[src/hdl/owtp_pkg.sv]
// Shared types and constants for the owned stopwatch timer pool.
`timescale 1ns / 1ps
`default_nettype none

package owtp_pkg;

  localparam int SLOTS_DEF      = 8;
  localparam int OWNER_BITS_DEF = 8;

  localparam int TIME_W   = 31;
  localparam int MODE_W   = 3;
  localparam int HANDLE_W = 8;
  localparam int OWNER_W  = 8;
  localparam int STATUS_W = 2;

  localparam int IN_DATA_W  = 24;
  localparam int OUT_DATA_W = 32;

  localparam logic [MODE_W-1:0] MODE_TICK   = 3'd0;
  localparam logic [MODE_W-1:0] MODE_CREATE = 3'd1;
  localparam logic [MODE_W-1:0] MODE_START  = 3'd2;
  localparam logic [MODE_W-1:0] MODE_STOP   = 3'd3;
  localparam logic [MODE_W-1:0] MODE_READ   = 3'd4;
  localparam logic [MODE_W-1:0] MODE_FREE   = 3'd5;

  localparam logic [STATUS_W-1:0] ST_OK        = 2'd0;
  localparam logic [STATUS_W-1:0] ST_INVALID   = 2'd1;
  localparam logic [STATUS_W-1:0] ST_DENIED    = 2'd2;
  localparam logic [STATUS_W-1:0] ST_EXHAUSTED = 2'd3;

endpackage

`default_nettype wire

[src/hdl/owned_stopwatch_timer_pool_top.sv]
// Flow: an accepted request word is registered together with its slot memory read, and the
// execute state then registers the result word and the slot memory write back.
// A new request is taken only after the previous one has left the execute state,
// and a stalled result holds off the next request.
// Reset: clears the uptime counter, the per-slot allocation flags and the handshake state.
// The slot memory itself is not cleared; create initializes a slot before it can be used.
`timescale 1ns / 1ps
`default_nettype none

module owned_stopwatch_timer_pool_top #(
  parameter int SLOTS      = owtp_pkg::SLOTS_DEF,
  parameter int OWNER_BITS = owtp_pkg::OWNER_BITS_DEF
) (
  input  wire logic                            clk,
  input  wire logic                            rst,
  input  wire logic                            s_tvalid,
  output logic                                 s_tready,
  // Fields from bit 0: mode[2:0], handle[10:3], owner_id[18:11], zero fill.
  input  wire logic [owtp_pkg::IN_DATA_W-1:0]  s_tdata,
  // Fields from bit 0: has_capability[0].
  input  wire logic [0:0]                      s_tuser,
  output logic                                 m_tvalid,
  input  wire logic                            m_tready,
  // Fields from bit 0: value[30:0], zero fill.
  output logic [owtp_pkg::OUT_DATA_W-1:0]      m_tdata,
  // Fields from bit 0: status[1:0].
  output logic [owtp_pkg::STATUS_W-1:0]        m_tuser
);

  localparam int IDX_W = (SLOTS > 1) ? $clog2(SLOTS) : 1;
  localparam logic [owtp_pkg::HANDLE_W:0] HANDLE_LIM = (owtp_pkg::HANDLE_W + 1)'(SLOTS);

  typedef struct packed {
    logic                        running;
    logic [owtp_pkg::TIME_W-1:0] start;
    logic [owtp_pkg::TIME_W-1:0] elapsed;
    logic [OWNER_BITS-1:0]       owner;
  } slot_entry_t;

  typedef enum logic {
    S_IDLE,
    S_EXEC
  } state_t;

  state_t state;

  // Request fields held for the execute cycle.
  logic [owtp_pkg::MODE_W-1:0]   mode_q;
  logic [owtp_pkg::HANDLE_W-1:0] handle_q;
  logic [OWNER_BITS-1:0]         owner_q;
  logic                          cap_q;

  logic [owtp_pkg::TIME_W-1:0]   uptime;
  logic [SLOTS-1:0]              alloc;
  logic [owtp_pkg::TIME_W-1:0]   value_q;
  logic [owtp_pkg::STATUS_W-1:0] status_q;

  slot_entry_t mem [SLOTS];
  slot_entry_t rd_q;

  logic              accept;
  logic [IDX_W-1:0]  rd_addr;

  assign s_tready = (state == S_IDLE) && (!m_tvalid || m_tready);
  assign accept   = s_tvalid && s_tready;
  assign rd_addr  = s_tdata[owtp_pkg::MODE_W +: IDX_W];

  assign m_tdata = {{(owtp_pkg::OUT_DATA_W - owtp_pkg::TIME_W){1'b0}}, value_q};
  assign m_tuser = status_q;

  // Execute cycle: decode, check and build the write back.
  logic [IDX_W-1:0]              idx;
  logic                          in_range;
  logic                          free_found;
  logic [IDX_W-1:0]              free_idx;
  logic [owtp_pkg::TIME_W-1:0]   live_elapsed;
  logic [owtp_pkg::STATUS_W-1:0] status_next;
  logic [owtp_pkg::TIME_W-1:0]   value_next;
  logic                          tick;
  logic                          wr_en;
  logic [IDX_W-1:0]              wr_addr;
  slot_entry_t                   wr_data;
  logic                          alloc_set;
  logic                          alloc_clr;

  assign idx          = handle_q[IDX_W-1:0];
  assign in_range     = {1'b0, handle_q} < HANDLE_LIM;
  assign live_elapsed = uptime - rd_q.start;

  // Lowest free slot.
  always_comb begin
    free_found = 1'b0;
    free_idx   = '0;
    for (int i = SLOTS - 1; i >= 0; i--) begin
      if (!alloc[i]) begin
        free_found = 1'b1;
        free_idx   = IDX_W'(i);
      end
    end
  end

  always_comb begin
    logic chk_ok;
    logic [owtp_pkg::STATUS_W-1:0] chk_status;

    status_next = owtp_pkg::ST_OK;
    value_next  = '0;
    tick        = 1'b0;
    wr_en       = 1'b0;
    wr_addr     = idx;
    wr_data     = rd_q;
    alloc_set   = 1'b0;
    alloc_clr   = 1'b0;

    // Handle range, then allocation, then owner.
    if (!in_range || !alloc[idx]) begin
      chk_status = owtp_pkg::ST_INVALID;
    end else if (rd_q.owner != owner_q) begin
      chk_status = owtp_pkg::ST_DENIED;
    end else begin
      chk_status = owtp_pkg::ST_OK;
    end
    chk_ok = (chk_status == owtp_pkg::ST_OK);

    case (mode_q)
      owtp_pkg::MODE_TICK: begin
        tick = 1'b1;
      end
      owtp_pkg::MODE_CREATE: begin
        if (!cap_q) begin
          status_next = owtp_pkg::ST_DENIED;
        end else if (!free_found) begin
          status_next = owtp_pkg::ST_EXHAUSTED;
        end else begin
          value_next      = owtp_pkg::TIME_W'(free_idx);
          alloc_set       = 1'b1;
          wr_en           = 1'b1;
          wr_addr         = free_idx;
          wr_data         = '0;
          wr_data.owner   = owner_q;
        end
      end
      owtp_pkg::MODE_START, owtp_pkg::MODE_STOP, owtp_pkg::MODE_READ,
      owtp_pkg::MODE_FREE: begin
        if (!cap_q) begin
          status_next = owtp_pkg::ST_DENIED;
        end else begin
          status_next = chk_status;
          if (chk_ok) begin
            case (mode_q)
              owtp_pkg::MODE_START: begin
                wr_en           = 1'b1;
                wr_data.start   = uptime;
                wr_data.elapsed = '0;
                wr_data.running = 1'b1;
              end
              owtp_pkg::MODE_STOP: begin
                if (rd_q.running) begin
                  wr_en           = 1'b1;
                  wr_data.elapsed = live_elapsed;
                  wr_data.running = 1'b0;
                end
              end
              owtp_pkg::MODE_READ: begin
                value_next = rd_q.running ? live_elapsed : rd_q.elapsed;
              end
              default: begin
                alloc_clr = 1'b1;
              end
            endcase
          end
        end
      end
      default: begin
        status_next = owtp_pkg::ST_INVALID;
      end
    endcase
  end

  // Slot memory: one read port, one write port. A request is only accepted after the
  // previous write back has landed, so a read never overlaps a write to the same slot.
  always_ff @(posedge clk) begin
    if (accept) begin
      rd_q <= mem[rd_addr];
    end
    if (state == S_EXEC && wr_en) begin
      mem[wr_addr] <= wr_data;
    end
  end

  always_ff @(posedge clk) begin
    if (accept) begin
      mode_q   <= s_tdata[owtp_pkg::MODE_W-1:0];
      handle_q <= s_tdata[owtp_pkg::MODE_W +: owtp_pkg::HANDLE_W];
      owner_q  <= OWNER_BITS'(s_tdata[owtp_pkg::MODE_W + owtp_pkg::HANDLE_W +:
                                      owtp_pkg::OWNER_W]);
      cap_q    <= s_tuser[0];
    end
    if (rst) begin
      state    <= S_IDLE;
      m_tvalid <= 1'b0;
      uptime   <= '0;
      alloc    <= '0;
    end else begin
      if (m_tvalid && m_tready) begin
        m_tvalid <= 1'b0;
      end
      case (state)
        S_IDLE: begin
          if (accept) begin
            state <= S_EXEC;
          end
        end
        S_EXEC: begin
          state    <= S_IDLE;
          m_tvalid <= 1'b1;
          status_q <= status_next;
          value_q  <= value_next;
          if (tick) begin
            uptime <= uptime + 1'b1;
          end
          if (alloc_set) begin
            alloc[free_idx] <= 1'b1;
          end
          if (alloc_clr) begin
            alloc[idx] <= 1'b0;
          end
        end
        default: begin
          state <= S_IDLE;
        end
      endcase
    end
  end

`ifndef ASSERT_OFF
  // Every accepted request is followed by its result word once the execute state has run.
  a_result_follows: assert property (@(posedge clk) disable iff (rst)
    (s_tvalid && s_tready) |=> ##1 m_tvalid)
    else $error("result word missing after accepted request");

  // A request is never taken while a result is stuck in the output register.
  a_no_overrun: assert property (@(posedge clk) disable iff (rst)
    s_tready |-> (!m_tvalid || m_tready))
    else $error("request accepted while result is stalled");

  // No two requests in consecutive cycles.
  a_one_in_flight: assert property (@(posedge clk) disable iff (rst)
    (s_tvalid && s_tready) |=> !s_tready)
    else $error("second request accepted during execute");

  // A successful create returns a handle inside the pool.
  a_create_handle: assert property (@(posedge clk) disable iff (rst)
    (state == S_EXEC && mode_q == owtp_pkg::MODE_CREATE &&
     status_next == owtp_pkg::ST_OK) |-> (value_next < owtp_pkg::TIME_W'(SLOTS)))
    else $error("create returned a handle outside the pool");
`endif

endmodule

`default_nettype wire
[config.mk]
export PLATFORM = sky130hd
export DESIGN_NAME = owned_stopwatch_timer_pool_top
export DESIGN_NICKNAME = d
export VERILOG_FILES = /design/src/hdl/owtp_pkg.sv /design/src/hdl/owned_stopwatch_timer_pool_top.sv
export SDC_FILE = /design/constraint.sdc
export NUM_CORES = 1
export LEC_CHECK = 0
export BUFFER_PORTS_ARGS = -buffer_cell sky130_fd_sc_hd__buf_2
export CAP_MARGIN = 20
export CORE_UTILIZATION = 55
export CTS_BUF_LIST = sky130_fd_sc_hd__clkbuf_8
export CTS_CLUSTER_SIZE = 24
export DETAILED_ROUTE_END_ITERATION = 8
export GPL_TIMING_DRIVEN = 0
export PLACE_DENSITY = 0.82
export SLEW_MARGIN = 20
export SYNTH_ARGS = -nofsm -noshare
export SYNTH_HDL_FRONTEND = slang
export SYNTH_SLANG_ARGS = --single-unit
[constraint.sdc]
create_clock -name clk -period 23.2 [get_ports clk]
set_input_delay 2.32 -clock clk [delete_from_list [all_inputs] [get_ports clk]]
set_output_delay 2.32 -clock clk [all_outputs]
set_load 0.005 [all_outputs]
# After elaboration in Yosys (flattened, before gate mapping)
# Memories as Yosys holds them, arrays and structs flattened. A register that Yosys moved wholly into a read port is not among the register bits.
# Index checks and enable logic that the tools add are counted.
# classes
bitwise_logic	5
addsub	2
n_reduce_logical	18
muxes	70
mul	0
eq_ne	6
n_shift	0
n_div	0
n_lt_le_gt_ge	5
# op_table
operator	count
31-bit 2-to-1 mux	5
71-bit 2-to-1 mux	2
63-bit 2-to-1 mux	2
63-bit one-hot mux with 2 select lines	1
31-bit one-hot mux with 2 select lines	2
8-bit 2-to-1 mux	5
3-bit 2-to-1 mux	13
31-bit by 1-bit adder with 31-bit output, second input constant	1
31-bit subtractor	1
1-bit 2-to-1 mux	27
2-bit 2-to-1 mux	5
8-bit bitwise AND	1
3-bit by 4-bit less-than comparator with 1-bit output, second input constant	2
8-bit by 4-bit less-than comparator with 1-bit output, second input constant	1
8-bit != test	1
8-bit NOT	1
8-bit OR	1
1-bit one-hot mux with 2 select lines	4
1-bit demux with 3-bit select	2
3-bit by 2-bit == test with 1-bit output, second input constant	2
3-bit == test, second input constant	2
3-bit by 1-bit greater-or-equal comparator with 1-bit output, second input constant	2
1-bit logical AND	6
2-bit one-hot mux with 3 select lines	1
11 further kinds	16
# word_totals
wordCells	117
mem_bits_rw	568
input_bits	29
latch_bits	0
mem_bits_ro	0
n_memories	1
regBits	94
# mem_list
memory	words	word_bits	read_ports	rd_ports_with_merged_regs	write_ports	line_no	source
mem	8	71	1	1	1	owned_stopwatch_timer_pool_top.sv:58	slot_entry_t mem [SLOTS];

# Longest topological paths before layout
# Gate-level depths: netlist (run 1).
# depth
ltp_word	18
depth_mapped	13

# Worst setup path before layout (run 1)
# No wires, ideal clock.
# synth_path
path_type	reg-to-reg
from	register handle_q[7] (netlist name)
to	memory mem[5][0] (netlist name) (enable)
arrival_ns	7.397
required_ns	22.598
slack_ns	15.201
stages_incl_launch_ff	8
path_cell_list	edfxtp_1 or4_1 or3_4 nor3_4 a31oi_2 o21bai_4 nor4_1 nor3b_1
# synth_via
elab_chain_len	11
# synth_lines
item	line_no	source
start, declared	owned_stopwatch_timer_pool_top.sv:49	logic [owtp_pkg::HANDLE_W-1:0] handle_q;
start signal, assigned	owned_stopwatch_timer_pool_top.sv:194	handle_q <= s_tdata[owtp_pkg::MODE_W +: owtp_pkg::HANDLE_W];
8-bit by 4-bit less-than comparator with 1-bit output	owned_stopwatch_timer_pool_top.sv:87	assign in_range = {1'b0, handle_q} < HANDLE_LIM;
1-bit logical NOT	owned_stopwatch_timer_pool_top.sv:116	if (!in_range || !alloc[idx]) begin
1-bit logical OR	owned_stopwatch_timer_pool_top.sv:116	
2-bit 2-to-1 mux	owned_stopwatch_timer_pool_top.sv:116	
2-bit logical NOT	owned_stopwatch_timer_pool_top.sv:123	chk_ok = (chk_status == owtp_pkg::ST_OK);
1-bit 2-to-1 mux	owned_stopwatch_timer_pool_top.sv:149	if (chk_ok) begin
1-bit 2-to-1 mux	owned_stopwatch_timer_pool_top.sv:145	if (!cap_q) begin
1-bit one-hot mux with 2 select lines	owned_stopwatch_timer_pool_top.sv:125	case (mode_q)
1-bit logical AND	owned_stopwatch_timer_pool_top.sv:186	if (state == S_EXEC && wr_en) begin
1-bit 2-to-1 mux	owned_stopwatch_timer_pool_top.sv:186	
1-bit 2-to-1 mux (not written as such)	owned_stopwatch_timer_pool_top.sv:187	mem[wr_addr] <= wr_data;
end, declared	owned_stopwatch_timer_pool_top.sv:58	
# No other way between the ends.

# Worst setup path in the final report (run 1)
# layout_path
from	register handle_q[0] (netlist name)
to	memory mem[7][26] (netlist name) (enable)
# layout_via
elab_chain_len	12
word_cells_on_any_way	17
cone_classes	order compare: 1; mux: 11; reduce/logical: 5
# layout_lines
item
parallel branches: the longest is 12 deep, another holds 8-bit by 4-bit less-than comparator with 1-bit output
# Parallel ways; which one is timed is not known. The select of a mux whose other input is x is not followed.

==> results of run 1 <==
==> metal layers <==
| layer | GRT usage [%] | up-vias |
|---|---|---|
| met1 | 32.3 | 8464 |
| met3 | 4.76 | 121 |
| li1 | - | 7231 |
| met2 | 40.8 | 1015 |
| met5 | 0 | - |
| met4 | 8.24 | 0 |
==> flip-flops by register name (all words and copies together) (netlist names) <==
register / cells
rd_q: 71
mem: 568
owner_q: 8
handle_q: 8
state: 1
alloc: 8
uptime: 31
m_tvalid: 1
m_tuser: 2
mode_q: 3
value_q: 31
cap_q: 1
==> worst max-delay path: stages, from the launching register on <==
cell,delay [ns]
edfxtp_1,0.50
mux4_1,0.38
mux2i_1,0.07
or3_4,0.39
nor3_4,0.19
a31oi_2,0.19
o21bai_4,0.34
nor4_1,0.70
nor3b_2,0.68
buf_6,0.24
buf_6,0.15
buf_4,0.20
buf_4,0.23
buf_4,0.21
buf_6,0.16
buf_4,0.17
==> layout make-up <==
cell class	count	area, µm²	area share (%)
Tap cell	696	871	2.55
Timing Repair Buffer	117	1030	3.02
Multi-Input combinational cell	829	8130	23.8
Buffer	84	324	0.949
Inverter	47	176	0.517
Sequential cell	733	21600	63.2
Clock inverter	88	465	1.36
Clock buffer	113	1560	4.55
==> synth_stat cells, types with 3 or more instances <==
cell / n / share of area (%)
nand4_1: 12 / 0.25
o31ai_1: 3 / 0.075
nand3_1: 23 / 0.38
nand2b_1: 3 / 0.062
o22ai_1: 3 / 0.062
a21oi_1: 42 / 0.70
o21bai_1: 4 / 0.10
a21boi_0: 3 / 0.075
edfxtp_1: 692 / 69
a21o_1: 18 / 0.45
or2_2: 3 / 0.062
a22o_1: 51 / 1.5
xnor2_1: 34 / 0.99
and3_1: 11 / 0.23
mux4_2: 142 / 11
o21a_1: 3 / 0.075
and2_1: 3 / 0.062
inv_1: 47 / 0.58
nor2b_1: 9 / 0.19
a211oi_1: 13 / 0.32
mux2i_1: 25 / 0.83
nor2_1: 90 / 1.1
nor3_1: 13 / 0.22
nand2_1: 87 / 1.1
or3_1: 11 / 0.23
a41oi_1: 4 / 0.12
buf_1: 18 / 0.22
nor3b_1: 4 / 0.10
a31oi_1: 7 / 0.15
o211ai_1: 3 / 0.075
ha_1: 31 / 1.3
clkbuf_1: 62 / 0.77
nor4_1: 3 / 0.062
o21ai_0: 38 / 0.63
mux2_2: 71 / 2.6
dfxtp_1: 41 / 2.7
xor2_1: 28 / 0.81
==> kinds of logic after synthesis <==
logic type	Yosys count	synth area share, %
fa+ha+maj	32	1.35
mux	240	14.3
buf+inv	131	1.65
xor+xnor	62	1.80
simple gates	282	4.40
flops	733	71.6
other cells	1	0.0124
compound gates	212	4.95
==> power groups by stage <==
stage / clock [mW] / sequential [mW] / combinational (mW)
2_1_floorplan: 0 / 1.51 / 0.104
3_3_place_gp: 0 / 1.52 / 0.144
3_5_place_dp: 0 / 1.51 / 0.153
4_1_cts: 0.983 / 1.49 / 0.154
5_1_grt: 1.04 / 1.49 / 0.166
6_report: 0.970 / 1.49 / 0.155
==> worst min path at each step <==
| stage | startpoint | end | cells after the start |
|---|---|---|---|
| 3_3_place_gp | m_tvalid | m_tvalid | 2 |
| 4_1_cts | m_tvalid | m_tvalid | 2 |
| 3_5_place_dp | m_tvalid | m_tvalid | 2 |
| 2_1_floorplan | uptime[21] | uptime[21] | 2 |
| 6_report | m_tvalid | m_tvalid | 2 |
| 5_1_grt | uptime[21] | uptime[21] | 2 |
==> per-stage QoR <==
stage | cell area, µm² | utilization [%]
4_1_cts | 34100 | 63.2
2_1_floorplan | 30200 | -
3_3_place_gp | 31300 | 58.0
3_5_place_dp | 32100 | 59.5
5_1_grt | 34200 | 63.2
6_report | 34200 | 63.2
==> layout by cell type (no fill, tap or decap), types with 11 or more instances in the layout <==
master,n
a211oi_1,13
a21o_1,18
a21oi_1,42
a22o_1,51
buf_1,17
buf_2,59
buf_4,26
buf_6,20
clkbuf_1,62
clkbuf_8,113
clkinv_1,22
clkinv_2,12
dfxtp_1,41
edfxtp_1,692
ha_1,31
inv_1,91
mux2_2,71
mux2i_1,25
mux4_2,142
nand2_1,87
nand3_1,23
nand4_1,12
nor2_1,88
nor3_1,11
o21ai_0,38
or3_1,11
xnor2_1,34
xor2_1,28
==> flow_metrics.py, run 1 <==
metrics = {
    "timing": {
        "timing.fmax_ghz": 0.195,
        "setup_slack_ns": 18.06,
        "tightest_slew_ns": 1.07,
        "skew_ns": 0.0503,
        "period_share_pct": 22.2,
        "setup_tns_ns": 0,
        "hold_viol_final": 0,
        "drv_slew": 0,
        "relSlewSlack_pct": 28.8,
        "rsz0062_at_grt": "no",
        "holdWs_ns": 0.522,
        "setup_viol": 0,
        "period_needed_ns": 5.14,
    },
    "routing": {
        "met3_length_um": 6480,
        "ant_nets": 0,
        "topRoutingLayerUsed": "met4",
        "drtIter0Drc": 1929,
        "firstDrtPassIters": 6,
        "avgRoutedWirePerCell_um": 24.7,
        "drc_errors": 0,
        "viasPerCell": 6.22,
        "drt-met1-wl_um": 25600,
        "vias": 16831,
        "met2_length_um": 33300,
        "wl_um": 66900,
    },
    "clock_network": {
        "cts_buffers": 110,
        "cts_setup_buffers": 0,
        "cts_hold_buf": 0,
        "cts_resized": 0,
        "cts_tree": "built",
        "htreeDepth": 3,
        "clkTransAtPathRegs_ns": 0.06,
        "clock_latency_ns": 0.73,
        "cts_sinks": 733,
        "cts-root-buf": "clkbuf_8",
        "clockBufferDepth": 3,
    },
    "placed_design": {
        "place_ws_ns": 17.37,
        "gp_congestion": 0.964,
        "portBuffers": 57,
        "hpwlAfterDp_um": 44500,
        "place_inst": 2505,
    },
    "setup_path": {
        "required_ns": 23.62,
        "crit_fanout": 10,
        "r2r-start": "handle_q[0]",
        "worstRegToRegCells": 15,
        "worstPathArrival_ns": 5.56,
        "r2r_slack_ns": 18.06,
        "cp-end-kind": "register",
        "startpoint": "handle_q[0]",
        "worstSetupPathType": "register to register",
        "start_kind": "register",
        "rr_endpoint": "mem[7][26]",
        "cp-endpoint": "mem[7][26]",
    },
    "power": {
        "swShare_pct": 22.6,
        "total_power_mw": 2.61,
        "power_frac_seq_pct": 56.9,
        "p_leak_nw": 11.8,
        "power_density_nw_per_um2": 76.5,
        "combPwrFrac_pct": 5.9,
        "power.switching_mw": 0.590,
        "clkPwrFrac_pct": 37.1,
        "peakVddDrop_uv": 44.3,
        "p_int_mw": 2.02,
    },
    "grt": {
        "grt_pass1_vias": 16778,
        "grt_max_degree": 38,
        "grt_usage_pct": 24.4,
        "antenna_found_initial": 0,
        "globalRouteOverflowTotal": 0,
        "grt_pass1_wl_um": 101000,
    },
    "die": {
        "die_x_um": 236,
        "ios": 65,
        "coreArea_um2": 54000,
        "die_h_um": 236,
        "start_util_pct": 55.9,
        "die_area_um2": 55800,
        "rows": 85,
    },
    "yosys": {
        "syn_inst": 1693,
        "synthFlopType": "edfxtp_1",
        "syn_area_per_cell_um2": 17.8,
        "netlist_area_um2": 30200,
        "syn_nets": 1754,
        "ys_async_sr_fraction_pct": 0,
        "seq_area_frac_synth_pct": 71.6,
        "synth-edff-count": 692,
        "synth_warnings": 0,
        "ys_ff_latch": 733,
        "synth_cell_type_count": 67,
    },
    "finish": {
        "final_nets": 1983,
        "fill_cells": 3551,
        "drive_gt1_share_pct": 24.4,
        "layoutNonFillerInstCount": 2707,
        "diodes": 0,
        "syn_to_final_growth_pct": 13.2,
    },
    "run_status": {
        "status": "finished clean",
    },
    "worst_hold_path": {
        "min_path_type": "register to register",
    },
    "flow_run": {
        "drv_cap": 0,
    },
}
(Power assumes the default switching activity.)
==> run 2: changes to the inputs <==
==> constraint.sdc (replaced) <==
create_clock -name clk -period 4.9 [get_ports clk]
set_input_delay 0.49 -clock clk [delete_from_list [all_inputs] [get_ports clk]]
set_output_delay 0.49 -clock clk [all_outputs]
set_load 0.005 [all_outputs]
==> run 2 against run 1 <==
Net effect:
- combinational power grew to 4.9 times the previous value
- setup slack worse by 18 ns
- flip-flop and latch count is the same
- cell area increased by 0.44%
- total power rose to 4.7 times the previous value
- critical path type unchanged
- clock power grew to 4.6 times the previous value
==> flow_metrics.py, run 2 (synthesis gave the netlist of run 1 again) <==
metrics = {
    "routing": {
        "firstDrtPassIters": 5,
        "wl_um": 68200,
        "vias": 16846,
        "viasPerCell": 6.23,
        "avgRoutedWirePerCell_um": 25.2,
        "drc_errors": 0,
        "ant_nets": 0,
        "drtIter0Drc": 1718,
    },
    "timing": {
        "period_needed_ns": 4.45,
        "setup_viol": 0,
        "period_share_pct": 90.9,
        "skew_ns": 0.0532,
        "hold_viol_final": 0,
        "timing.fmax_ghz": 0.225,
        "relSlewSlack_pct": 28.6,
        "setup_tns_ns": 0,
        "tightest_slew_ns": 1.07,
        "setup_slack_ns": 0.447,
        "holdWs_ns": 0.133,
        "drv_slew": 0,
        "rsz0062_at_grt": "no",
    },
    "clock_network": {
        "cts_hold_buf": 20,
        "clkTransAtPathRegs_ns": 0.07,
        "cts_resized": 0,
        "clock_latency_ns": 0.75,
        "cts_setup_buffers": 0,
        "cts_sinks": 733,
        "cts_buffers": 108,
        "cts-root-buf": "clkbuf_8",
        "cts_tree": "built",
        "htreeDepth": 3,
        "clockBufferDepth": 3,
    },
    "worst_hold_path": {
        "whs_path_depth": 4,
        "hold_end": "m_tvalid",
        "worstHoldStart": "m_tready",
        "min_path_type": "primary input to register",
    },
    "finish": {
        "regArea_um2": 21600,
        "final_area_um2": 34300,
        "utilization_pct": 63.5,
        "multiInputGateArea_um2": 8160,
        "drive_gt1_share_pct": 23.4,
        "diodes": 0,
        "layoutNonFillerInstCount": 2705,
        "regMostFlops": "mem",
        "largest_reg_flops": 568,
        "final_nets": 1980,
        "final_common_cell": "edfxtp_1",
        "fill_cells": 3544,
        "reg.largest.list": "mem x568, rd_q x71",
        "syn_to_final_growth_pct": 13.7,
        "mostFrequentLayoutCells": "edfxtp_1, mux4_2, clkbuf_8, nor2_1, nand2_1",
    },
    "setup_path": {
        "worstSetupPathType": "register to register",
        "required_ns": 5.32,
        "r2r_slack_ns": 0.45,
        "cp-end-kind": "register",
        "rr_endpoint": "mem[6][26]",
        "startpoint": "handle_q[0]",
        "crit_fanout": 12,
        "worstRegToRegCells": 11,
        "r2r-start": "handle_q[0]",
        "worstPathArrival_ns": 4.87,
        "start_kind": "register",
    },
    "placed_design": {
        "place_ws_ns": 0.516,
        "gp_congestion": 0.890,
        "dpl-instance-area_um2": 32200,
        "hpwlAfterDp_um": 44600,
        "place_inst": 2485,
        "portBuffers": 57,
    },
    "die": {
        "coreArea_um2": 54000,
        "die_h_um": 236,
        "die_x_um": 236,
        "start_util_pct": 55.9,
        "die_area_um2": 55800,
        "rows": 85,
        "ios": 65,
    },
    "grt": {
        "grt_pass1_wl_um": 102000,
        "globalRouteOverflowTotal": 0,
        "antenna_found_initial": 1,
        "grt_usage_pct": 24.8,
        "grt_max_degree": 40,
        "grt_pass1_vias": 17345,
    },
    "power": {
        "total_power_mw": 12.3,
        "power_density_nw_per_um2": 358,
        "peakVddDrop_uv": 206,
        "p_leak_nw": 11.8,
    },
    "flow_run": {
        "drv_cap": 0,
    },
    "run_status": {
        "status": "finished clean",
    },
}
## run 2: routing by layer
metal | track usage, % | up-vias | part of all wire (%)
li1 | - | 7243 | -
met1 | 31.0 | 8548 | 38
met2 | 42.5 | 881 | 51
met3 | 4.94 | 172 | 8.1
met4 | 10.4 | 2 | 3.3
met5 | 0 | - | 0.029
## run 2: area by class of cell
class                   count  share of cell area [%]
flip-flops and latches    733                    63.0
clock inverters            92                    1.34
inverters                  47                   0.514
repair buffers            116                    3.59
clock buffers             108                    4.33
well taps                 696                    2.54
multi-input cells         829                    23.8
plain buffers              84                   0.945
## run 2: worst max path at each step
stage,slack (ns),end,cells after the start
after detailed placement,0.52,mem[6][30],11
after global placement,-4.41,mem[2][53],8
after global routing,0.36,mem[6][26],11
after floorplan,-0.96,mem[0][0],7
after CTS,0.48,mem[6][26],11
final,0.45,mem[6][26],11
## run 2: report_power, final
part	internal (mW)	switching [mW]
Sequential	7.00	0.0444
Clock	2.14	2.34
Combinational	0.285	0.469
Total	9.42	2.86
## run 2: critical path, cell delays in order (launching register included)
cell and delay [ns]:
edfxtp_1 0.51, mux4_1 0.41, mux2i_1 0.08, or3_4 0.39, nor3_4 0.20, a31oi_2 0.21
o21bai_4 0.33, or4b_4 0.66, nor3_4 0.73, buf_16 0.23, buf_16 0.17, buf_8 0.19
